==> src/hdl/cpfr_pkg.sv <==
// shared types, constants and crc functions for the pose frame receiver
package cpfr_pkg;

  localparam int WORD_BYTES        = 12;
  localparam int PAYLOAD_BYTES_DEF = 12;
  localparam int READ_LIMIT_DEF    = 15;
  localparam int OUT_TDATA_W       = 104;
  localparam logic [15:0] ARC_POLY = 16'hA001;

  typedef enum logic [1:0] {
    ST_VALID   = 2'd0,
    ST_BAD_LEN = 2'd1,
    ST_BAD_CRC = 2'd2
  } status_t;

  typedef struct packed {
    logic [31:0] heading_bits;
    logic [31:0] pos_y_bits;
    logic [31:0] pos_x_bits;
    status_t     status;
  } result_t;

  // one byte through crc-16/arc, lsb first
  function automatic logic [15:0] crc_take(logic [15:0] crc, logic [7:0] b);
    logic [15:0] c;
    c = crc ^ {8'h00, b};
    for (int k = 0; k < 8; k++) begin
      c = c[0] ? ((c >> 1) ^ ARC_POLY) : (c >> 1);
    end
    return c;
  endfunction

  // keep both crc bytes nonzero so neither can look like a terminator
  function automatic logic [15:0] crc_adjust(logic [15:0] crc);
    logic [15:0] c;
    c = crc;
    if (c[15:8] == 8'h00) c[8] = 1'b1;
    if (c[7:0] == 8'h00) c[0] = 1'b1;
    return c;
  endfunction

endpackage

==> src/hdl/cpfr_in_reg.sv <==
// input register stage for received bytes
module cpfr_in_reg (
  input  logic       clk,
  input  logic       rst_n,
  input  logic       in_tvalid,
  output logic       in_tready,
  input  logic [7:0] in_tdata,
  output logic       byte_valid,
  output logic [7:0] byte_data,
  input  logic       take
);

  logic       valid_r;
  logic [7:0] data_r;

  assign in_tready  = !valid_r || take;
  assign byte_valid = valid_r;
  assign byte_data  = data_r;

  always_ff @(posedge clk) begin
    if (!rst_n) begin
      valid_r <= 1'b0;
    end else if (in_tready) begin
      valid_r <= in_tvalid;
    end
  end

  always_ff @(posedge clk) begin
    if (in_tvalid && in_tready) begin
      data_r <= in_tdata;
    end
  end

endmodule

==> src/hdl/cpfr_frame.sv <==
// frame state, crc check and result register
module cpfr_frame #(
  parameter int PAYLOAD_BYTES = cpfr_pkg::PAYLOAD_BYTES_DEF,
  parameter int READ_LIMIT    = cpfr_pkg::READ_LIMIT_DEF
) (
  input  logic              clk,
  input  logic              rst_n,
  input  logic              byte_valid,
  input  logic [7:0]        byte_data,
  output logic              take,
  output logic              res_valid,
  input  logic              res_ready,
  output cpfr_pkg::result_t res
);

  localparam int CW = $clog2(READ_LIMIT + 1);

  logic [CW-1:0]     cnt_r, cnt_nxt;
  logic [15:0]       crc_r, crc_nxt;
  logic [15:0]       rxcrc_r, rxcrc_nxt;
  logic [7:0]        store_r   [cpfr_pkg::WORD_BYTES];
  logic [7:0]        store_nxt [cpfr_pkg::WORD_BYTES];
  logic              frame_end;
  logic              res_valid_r;
  cpfr_pkg::result_t res_r, res_nxt;

  assign take      = !res_valid_r || res_ready;
  assign res_valid = res_valid_r;
  assign res       = res_r;

  always_comb begin
    store_nxt = store_r;
    crc_nxt   = crc_r;
    rxcrc_nxt = rxcrc_r;
    cnt_nxt   = cnt_r;
    frame_end = 1'b0;
    if (byte_data == 8'h00) begin
      frame_end = 1'b1;
    end else begin
      for (int k = 0; k < cpfr_pkg::WORD_BYTES; k++) begin
        if (32'(cnt_r) == 32'(k)) store_nxt[k] = byte_data;
      end
      if (32'(cnt_r) < 32'(PAYLOAD_BYTES)) begin
        crc_nxt = cpfr_pkg::crc_take(crc_r, byte_data);
      end else if (32'(cnt_r) == 32'(PAYLOAD_BYTES)) begin
        rxcrc_nxt[7:0] = byte_data;
      end else if (32'(cnt_r) == 32'(PAYLOAD_BYTES + 1)) begin
        rxcrc_nxt[15:8] = byte_data;
      end
      cnt_nxt   = cnt_r + CW'(1);
      frame_end = 32'(cnt_nxt) >= 32'(READ_LIMIT);
    end
  end

  always_comb begin
    res_nxt = '0;
    if (32'(cnt_nxt) != 32'(PAYLOAD_BYTES + 2)) begin
      res_nxt.status = cpfr_pkg::ST_BAD_LEN;
    end else if (cpfr_pkg::crc_adjust(crc_nxt) != rxcrc_nxt) begin
      res_nxt.status = cpfr_pkg::ST_BAD_CRC;
    end else begin
      res_nxt.status       = cpfr_pkg::ST_VALID;
      res_nxt.pos_x_bits   = {store_nxt[3], store_nxt[2], store_nxt[1], store_nxt[0]};
      res_nxt.pos_y_bits   = {store_nxt[7], store_nxt[6], store_nxt[5], store_nxt[4]};
      res_nxt.heading_bits = {store_nxt[11], store_nxt[10], store_nxt[9], store_nxt[8]};
    end
  end

  always_ff @(posedge clk) begin
    if (!rst_n) begin
      cnt_r       <= '0;
      crc_r       <= '0;
      res_valid_r <= 1'b0;
    end else if (take) begin
      res_valid_r <= byte_valid && frame_end;
      if (byte_valid) begin
        cnt_r <= frame_end ? '0 : cnt_nxt;
        crc_r <= frame_end ? '0 : crc_nxt;
      end
    end
  end

  always_ff @(posedge clk) begin
    if (take && byte_valid) begin
      store_r <= store_nxt;
      rxcrc_r <= rxcrc_nxt;
      if (frame_end) res_r <= res_nxt;
    end
  end

  a_cnt_below_limit: assert property (@(posedge clk) disable iff (!rst_n)
    32'(cnt_r) < 32'(READ_LIMIT))
    else $error("byte count reached read limit without a frame end");

  a_clear_after_end: assert property (@(posedge clk) disable iff (!rst_n)
    take && byte_valid && frame_end |=> cnt_r == '0 && crc_r == '0)
    else $error("frame state not cleared after frame end");

  a_words_zero_on_error: assert property (@(posedge clk) disable iff (!rst_n)
    res_valid_r && res_r.status != cpfr_pkg::ST_VALID |->
      res_r.pos_x_bits == '0 && res_r.pos_y_bits == '0 && res_r.heading_bits == '0)
    else $error("payload words nonzero on a failed frame");

  a_result_only_on_end: assert property (@(posedge clk) disable iff (!rst_n)
    take && !(byte_valid && frame_end) |=> !res_valid_r)
    else $error("result raised without a frame end");

endmodule

==> src/hdl/crc_checked_pose_frame_receiver.sv <==
// top level of the crc checked pose frame receiver
//
//  channel  | ports                    | payload
//  ---------+--------------------------+------------------------------------
//  input    | in_tvalid/tready/tdata   | one received byte
//  result   | out_tvalid/tready/tdata  | status and three 32-bit pose words
//
// one byte is taken per cycle while the result channel is not stalled; out_tvalid for
// a frame rises after its ending byte passes the input register, then the result register.
// the byte crc is one unrolled 8-step xor network in the frame stage.
// rst_n is synchronous and clears the frame count, crc and both valid flags.
// a stalled result blocks only once the input register is also full.
module crc_checked_pose_frame_receiver #(
  parameter int PAYLOAD_BYTES = cpfr_pkg::PAYLOAD_BYTES_DEF,
  parameter int READ_LIMIT    = cpfr_pkg::READ_LIMIT_DEF
) (
  input  logic                             clk,
  input  logic                             rst_n,
  input  logic                             in_tvalid,
  output logic                             in_tready,
  input  logic [7:0]                       in_tdata,   // [7:0] rx_byte
  output logic                             out_tvalid,
  input  logic                             out_tready,
  // [1:0] status, [33:2] pos_x_bits, [65:34] pos_y_bits,
  // [97:66] heading_bits, [103:98] zero
  output logic [cpfr_pkg::OUT_TDATA_W-1:0] out_tdata
);

  logic              byte_valid;
  logic [7:0]        byte_data;
  logic              take;
  cpfr_pkg::result_t res;

  cpfr_in_reg u_in_reg (
    .clk        (clk),
    .rst_n      (rst_n),
    .in_tvalid  (in_tvalid),
    .in_tready  (in_tready),
    .in_tdata   (in_tdata),
    .byte_valid (byte_valid),
    .byte_data  (byte_data),
    .take       (take)
  );

  cpfr_frame #(
    .PAYLOAD_BYTES (PAYLOAD_BYTES),
    .READ_LIMIT    (READ_LIMIT)
  ) u_frame (
    .clk        (clk),
    .rst_n      (rst_n),
    .byte_valid (byte_valid),
    .byte_data  (byte_data),
    .take       (take),
    .res_valid  (out_tvalid),
    .res_ready  (out_tready),
    .res        (res)
  );

  assign out_tdata = {6'b000000, res.heading_bits, res.pos_y_bits, res.pos_x_bits,
                      res.status};

endmodule

==> config.mk <==
export PLATFORM = sky130hd
export DESIGN_NAME = crc_checked_pose_frame_receiver
export DESIGN_NICKNAME = d
export VERILOG_FILES = /design/src/hdl/cpfr_pkg.sv /design/src/hdl/cpfr_in_reg.sv /design/src/hdl/cpfr_frame.sv /design/src/hdl/crc_checked_pose_frame_receiver.sv
export SDC_FILE = /design/constraint.sdc
export NUM_CORES = 1
export LEC_CHECK = 0
export BUFFER_PORTS_ARGS = -buffer_cell sky130_fd_sc_hd__clkbuf_2
export CAP_MARGIN = 20
export CORE_MARGIN = 3
export CORE_UTILIZATION = 53
export CTS_BUF_LIST = sky130_fd_sc_hd__clkbuf_4 sky130_fd_sc_hd__clkbuf_8 sky130_fd_sc_hd__clkbuf_16
export DETAILED_ROUTE_END_ITERATION = 10
export GPL_ROUTABILITY_DRIVEN = 1
export PLACE_DENSITY = 0.76
export SLEW_MARGIN = 20
export SYNTH_ARGS = -nofsm -noshare
export SYNTH_HDL_FRONTEND = slang
export SYNTH_SLANG_ARGS = --single-unit
export TNS_END_PERCENT = 1
==> constraint.sdc <==
create_clock -name clk -period 5.06 [get_ports clk]
set_input_delay 0 -clock clk [delete_from_list [all_inputs] [get_ports clk]]
set_output_delay 0 -clock clk [all_outputs]
set_load 0.02 [all_outputs]
==> impl_metrics.json, run 1 <==
{
  "grt_usage_pct": 20.8,
  "numCtsBuffers": 25,
  "finalCriticalPeriod_ps": 4340,
  "diodes": 0,
  "ctsHtreeMaxLevel": 1,
  "antenna_found_initial": 0,
  "start_util_pct": 55.0,
  "remaining_drc_errors": 0,
  "setup_viol": 0,
  "cp-start-kind": "flip-flop",
  "cts_sinks": 240,
  "synth_flop_cell": "edfxtp_1",
  "grt_setup_unrepaired": "false",
  "ant_nets": 0,
  "hpwl_um": 15000,
  "layout_worst_path_cycle_share_pct": 85.8,
  "worstMarginPinSlew_ps": 928,
  "synth_cell_types": 56,
  "total_power_mw": 4.57,
  "place_inst": 1049,
  "busiest_layer": "met2",
  "hold_viol": 0,
  "vdd_ir_drop_max_mv": 0.226,
  "drv_slew": 0,
  "fmax_ghz": 0.230,
  "die_y_um": 149,
  "clk_pin_slew_ps": 60,
  "die-area_mm2": 0.0223,
  "use_met2_pct": 35.3,
  "end_kind": "flip-flop",
  "hold_path_class": "in2reg",
  "syn-instance-count": 713,
  "ys_seq_elements": 240,
  "insertion_delay_ps": 520,
  "globalRouteMet1Util_pct": 28.5,
  "cts_root_buffer": "clkbuf_16",
  "required_ps": 5360,
  "routed_via_density": 5.79,
  "post_cts_resized": 0,
  "p_leak_nw": 4.59,
  "fin_tns_setup_ps": 0,
  "grtUsageMet3_pct": 3.25,
  "num_rows": 51,
  "ys_async_sr_fraction_pct": 0,
  "fin_hold_ws_ps": 211,
  "via_count": 6412,
  "clockBufferDepth": 3,
  "nNetsFinal": 841,
  "worstPathArrival_ps": 4640,
  "wl_um": 23400,
  "status": "finished, final reports clean",
  "final_util_pct": 63.9,
  "relSlewSlack_pct": 38.1,
  "instances_no_fill": 1107,
  "die_w_um": 149,
  "globalplace.congestion": 0.953,
  "synthesis.area_mm2": 0.0109,
  "io_pins": 118,
  "skew_ps": 25.2,
  "drive_gt1_share_pct": 36.8,
  "startpoint": "u_frame.cnt_r[0]",
  "area_growth_pct": 16.2,
  "min-delay-start": "in_tdata[1]",
  "syn_area_per_cell_um2": 15.3,
  "p_per_area_mw_per_mm2": 362,
  "timing.max_cap.violations": 0,
  "coreArea_mm2": 0.0198,
  "synth_edf_count": 218,
  "wl_per_cell_um": 21.1,
  "grt_first_pass_wirelength_um": 36700,
  "critPathKind": "reg2reg",
  "rr_startpoint": "u_frame.cnt_r[0]",
  "io_buffers": 111,
  "detail_route.first_pass.iterations": 5,
  "drt-initial-drc-count": 426,
  "ys.warnings.count": 0,
  "grt_pass1_vias": 6602,
  "grt_max_degree": 73,
  "seq_area_frac_synth_pct": 64.2,
  "cp_max_fo": 63,
  "overflow": 0,
  "cts_tree": "yes"
}
## final timing paths
check	endpoint	slack, ps	depth (start not counted)
setup / recovery	u_frame.res[95]	720	11
hold / removal	u_in_reg.byte_data[1]	210	2
hold reg to reg	u_frame.crc_r[10]	520	2
setup reg to reg	u_frame.res[95]	720	11
## critical path: stages, from the launching register on
cell and delay (ps):
dfxtp_1 470, inv_1 120, ha_1 300, and4b_1 440, a21boi_0 540, mux2_2 420, xnor2_1 120, or3_1 390
nor4_2 390, nand4_4 140, buf_4 360, nor3b_1 390
## stage by stage
step,worst slack (ps),cell area (µm²)
after floorplan,674,10900
after global placement,990,11600
after detailed placement,792,11600
after CTS,729,12600
after global routing,482,12600
final,720,12600
## cell type report
class | count | area (µm²)
inverter | 9 | 40.0
sequential | 240 | 6990
timing repair buffer | 137 | 821
clock inverter | 9 | 128
tap | 265 | 332
multi-input combinational | 412 | 3600
clock buffer | 35 | 738
fill | 1477 | 7140
## sequential cells by signal (all words and copies together), names as in the netlist
name	cells
u_frame.res	98
u_frame.crc_r	16
u_in_reg.byte_data	8
u_frame.res_valid	1
u_frame.rxcrc_r	16
u_frame.store_r	96
u_in_reg.byte_valid	1
u_frame.cnt_r	4
## kinds of logic after synthesis
kind of cell             after synthesis  share of synthesized area, %
flip-flops                           240                          64.2
XOR/XNOR                              37                          3.58
other                                  1                        0.0345
AND/OR/NAND/NOR                      195                          13.2
AO/OA/AOI/OAI                         52                          3.49
buffers and inverters                 66                          2.98
adder cells (fa/ha/maj)                4                         0.460
multiplexers                         118                          12.1
## Yosys cell counts, drive strengths merged, types with 2 or more instances
library cell	number	area (µm²)
a211oi	2	15.0
and4b	2	20.0
ha	4	50.1
buf	27	178
nor3b	96	871
a21oi	4	20.0
nor2	6	22.5
nand2	24	90.1
nand4	3	25.0
o31a	2	17.5
or4	4	33.8
edfxtp	218	6550
xor3	2	47.6
xor2	16	140
o21ai	10	61.3
nor3	7	35.0
nor4	4	43.8
nor2b	17	106
xnor3	2	45.0
a21boi	9	67.6
and3	3	18.8
mux2	104	1170
a22oi	12	90.1
inv	9	33.8
xnor2	17	156
mux2i	14	140
dfxtp	22	440
or3	5	31.3
nand3	16	80.1
and2	5	31.3
a22o	5	43.8
clkbuf	30	113
## metal layers
layer	part of all wire (%)	vias up	wire length [µm]
li1	-	2916	-
met1	43	3252	10000
met2	50	208	11600
met3	5.4	36	1270
met4	1.9	0	439
met5	0	-	0
## report_power, final
part	internal [mW]	switching (mW)	leakage (nW)	total, mW
Sequential	2.20	0.0535	2.36	2.26
Combinational	0.199	0.229	1.80	0.428
Clock	1.17	0.721	0.434	1.89
## cells in the final DEF (no fill, tap or decap), types with 4 or more instances in the layout
cell           Yosys  final
nor3b_1           66     66
conb_1             1      6
nor3b_2           30     30
a22oi_1           12     12
clkbuf_2           0    111
clkbuf_4           0      4
buf_4              6     10
or3_1              5      5
mux2_2           103    103
edfxtp_1         218    218
o21ai_0            7      7
a21oi_1            4      4
clkbuf_16          0     25
nor3_1             7      7
nor2_1             6      6
nand3_1           16     16
nand2_1           24     24
dlygate4sd3_1      0     13
a21boi_0           8      8
inv_1              9      7
xnor2_1           16     16
xor2_1            16     16
clkbuf_8           0      6
and2_1             5      5
dfxtp_1           22     22
nor2b_1           17     17
a22o_1             5      5
ha_1               4      4
mux2i_1           14     14
## what timing repair did
| action | in CTS | in global routing |
|---|---|---|
| hold buffers | 13 | 0 |
| setup endpoints to repair | 0 | 0 |
| hold endpoints to repair | 30 | 0 |
| setup buffers | 0 | 0 |
No activity file was read; power rests on OpenSTA's default activity.
==> run 2, diff against run 1 <==
Settings changed: SYNTH_HIERARCHICAL from default to 1.
Clock period 5.06 ns to 3.9 ns, I/O delays scaled along.
==> impl_metrics.json, run 2 <==
{
  "seq_area_frac_synth_pct": 63.3,
  "min-delay-start": "rst_n",
  "synth.most_common_cell": "edfxtp_1",
  "globalRouteMet1Util_pct": 26.3,
  "final_area_mm2": 0.0128,
  "critPathKind": "reg2reg",
  "rr_startpoint": "u_frame/cnt_r[0]",
  "grt_pass1_vias": 6252,
  "r2r_slack_ps": 310,
  "place_inst": 1057,
  "synth_top_cell_area_share_pct": 59.3,
  "wl_per_cell_um": 21.1,
  "synth_edf_count": 218,
  "layout_worst_path_cycle_share_pct": 92.0,
  "start_util_pct": 54.2,
  "io_buffers": 111,
  "p_leak_nw": 4.47,
  "reg2reg_depth": 11,
  "synth_cell_types": 59,
  "status": "finished, final reports clean",
  "worstPathArrival_ps": 3910,
  "end_kind": "flip-flop",
  "holdPathStages": 2,
  "dpl-instance-area_mm2": 0.0119,
  "syn_area_per_cell_um2": 16.0,
  "p_per_area_mw_per_mm2": 466,
  "yosysTopAreaCell": "edfxtp_1",
  "nNetsFinal": 842,
  "coreArea_mm2": 0.0204,
  "insertion_delay_ps": 510,
  "hold_end": "u_frame/crc_r[2]",
  "relSlewSlack_pct": 50.4,
  "num_rows": 52,
  "use_met2_pct": 36.4,
  "cts_sinks": 240,
  "syn-instance-count": 691,
  "cp-start-kind": "flip-flop",
  "via_count": 6096,
  "synth_flop_cell": "edfxtp_1",
  "reg2reg_to": "u_frame/res[54]",
  "drt-initial-drc-count": 401,
  "grt_max_degree": 48,
  "grt_first_pass_wirelength_um": 35800,
  "io_pins": 118,
  "worstMarginPinSlew_ps": 744,
  "fmax_ghz": 0.279,
  "ys.warnings.count": 6,
  "routed_via_density": 5.49,
  "hold_viol": 0,
  "fin_ws_ps": 311,
  "grt_usage_pct": 20.6,
  "clk_pin_slew_ps": 60,
  "globalplace.congestion": 0.869,
  "hold_path_class": "in2reg",
  "ctsHtreeMaxLevel": 1,
  "antenna_found_initial": 0,
  "dp_slack_ps": 348,
  "area_growth_pct": 16.1,
  "hpwl_um": 15500,
  "vdd_ir_drop_max_mv": 0.399,
  "skew_ps": 13.1,
  "synth.area.top_cells": "edfxtp_1 59%, mux2_2 11%, nor2b_4 5.0%",
  "timing.max_cap.violations": 0,
  "ys_seq_elements": 240,
  "detail_route.first_pass.iterations": 4,
  "wl_um": 23500,
  "largest_reg_flops": 98,
  "cts_tree": "yes",
  "yosys-top-cells-count": "218 x edfxtp_1, 104 x mux2_2, 72 x nor2b_1",
  "synthesis.area_mm2": 0.0110,
  "instances_no_fill": 1111,
  "final_util_pct": 62.9,
  "grt_setup_unrepaired": "false",
  "clockBufferDepth": 3,
  "busiest_layer": "met2",
  "mostFrequentLayoutCells": "218 x edfxtp_1, 111 x clkbuf_2, 104 x mux2_2",
  "remaining_drc_errors": 0,
  "diodes": 0,
  "drv_slew": 0,
  "die-area_mm2": 0.0226,
  "ys_async_sr_fraction_pct": 0,
  "setup_viol": 0,
  "overflow": 0,
  "layout_commonest_cell": "edfxtp_1",
  "drive_gt1_share_pct": 41.3,
  "fin_tns_setup_ps": 0,
  "numCtsBuffers": 25,
  "grtUsageMet3_pct": 2.98,
  "finalCriticalPeriod_ps": 3590,
  "die_y_um": 150,
  "die_w_um": 150,
  "ant_nets": 0,
  "required_ps": 4220,
  "cts_root_buffer": "clkbuf_16",
  "cp_max_fo": 21
}
[run 2: changes by cell type after synthesis, sizes merged, moves of 3 or more]
cell    previous run  this run
nor3b             96         0
nor2b             17       112
clkbuf            30        17
xnor2             17        26
xor2              16        11
a21boi             9         5
a22oi             12        16
nand2             24        20
buf               27        30
o21ai             10         7
or3                5         2
[run 2: power by group]
group          internal (mW)  switching, mW
logic                  0.297          0.358
clock network           1.47          0.933
registers               2.86         0.0611
total                   4.62           1.35
[run 2: cell families after synthesis]
family / synth area share (%)
simple gates: 13.2
other cells: 0.0340
fa+ha+maj: 0.567
buf+inv: 3.40
flops: 63.3
compound gates: 3.32
xor+xnor: 4.12
mux: 12.1
[run 2: layout make-up]
cell class	count	area [µm²]
well taps	270	338
flip-flops and latches	240	6990
inverters	9	40.0
fillers	1456	7550
repair buffers	149	918
clock inverters	13	163
multi-input cells	400	3710
clock buffers	30	663
[run 2: stage by stage]
step           power [mW]  hold slack (ps)
5_1_grt              6.18             44.8
4_1_cts              6.02            0.550
2_1_floorplan        3.46             98.9
3_3_place_gp         3.60              182
6_report             5.98             32.8
3_5_place_dp         3.62              186
[run 2: routing by layer]
| metal | part of all wire (%) | routed length [µm] |
|---|---|---|
| met1 | 41 | 9550 |
| met2 | 52 | 12200 |
| met3 | 4.1 | 970 |
| met4 | 3.0 | 705 |
| met5 | 0 | 0 |
[run 2: worst max path at each step]
| stage | endpoint | depth (start not counted) | start | slack [ps] |
|---|---|---|---|---|
| 6_report | u_frame/res[54] | 11 | u_frame/cnt_r[0] | 310 |
| 3_5_place_dp | u_frame/res[50] | 9 | u_in_reg/byte_data[1] | 350 |
| 5_1_grt | u_frame/res[54] | 9 | u_in_reg/byte_data[4] | 180 |
| 4_1_cts | u_frame/res[54] | 9 | u_in_reg/byte_data[0] | 330 |
| 3_3_place_gp | u_frame/res[50] | 9 | u_in_reg/byte_data[1] | 380 |
| 2_1_floorplan | u_frame/res[0] | 5 | u_frame/res_valid | -440 |
[run 2: what timing repair did]
| item | in CTS | in global routing |
|---|---|---|
| hold buffers | 11 | 0 |
| resized for setup | 0 | 0 |
| setup buffers | 0 | 0 |
| endpoints found under the hold margin | 18 | 0 |
[run 2: worst max-delay path: stages, from the launching register on]
cell       delay (ps)
dfxtp_1           480
inv_1             150
ha_1              320
a2111oi_4         300
buf_4             260
mux2i_1           260
nor2_1             70
o31a_1            330
nor4_4            410
nand4_4           320
buf_12            270
nor2b_1           230
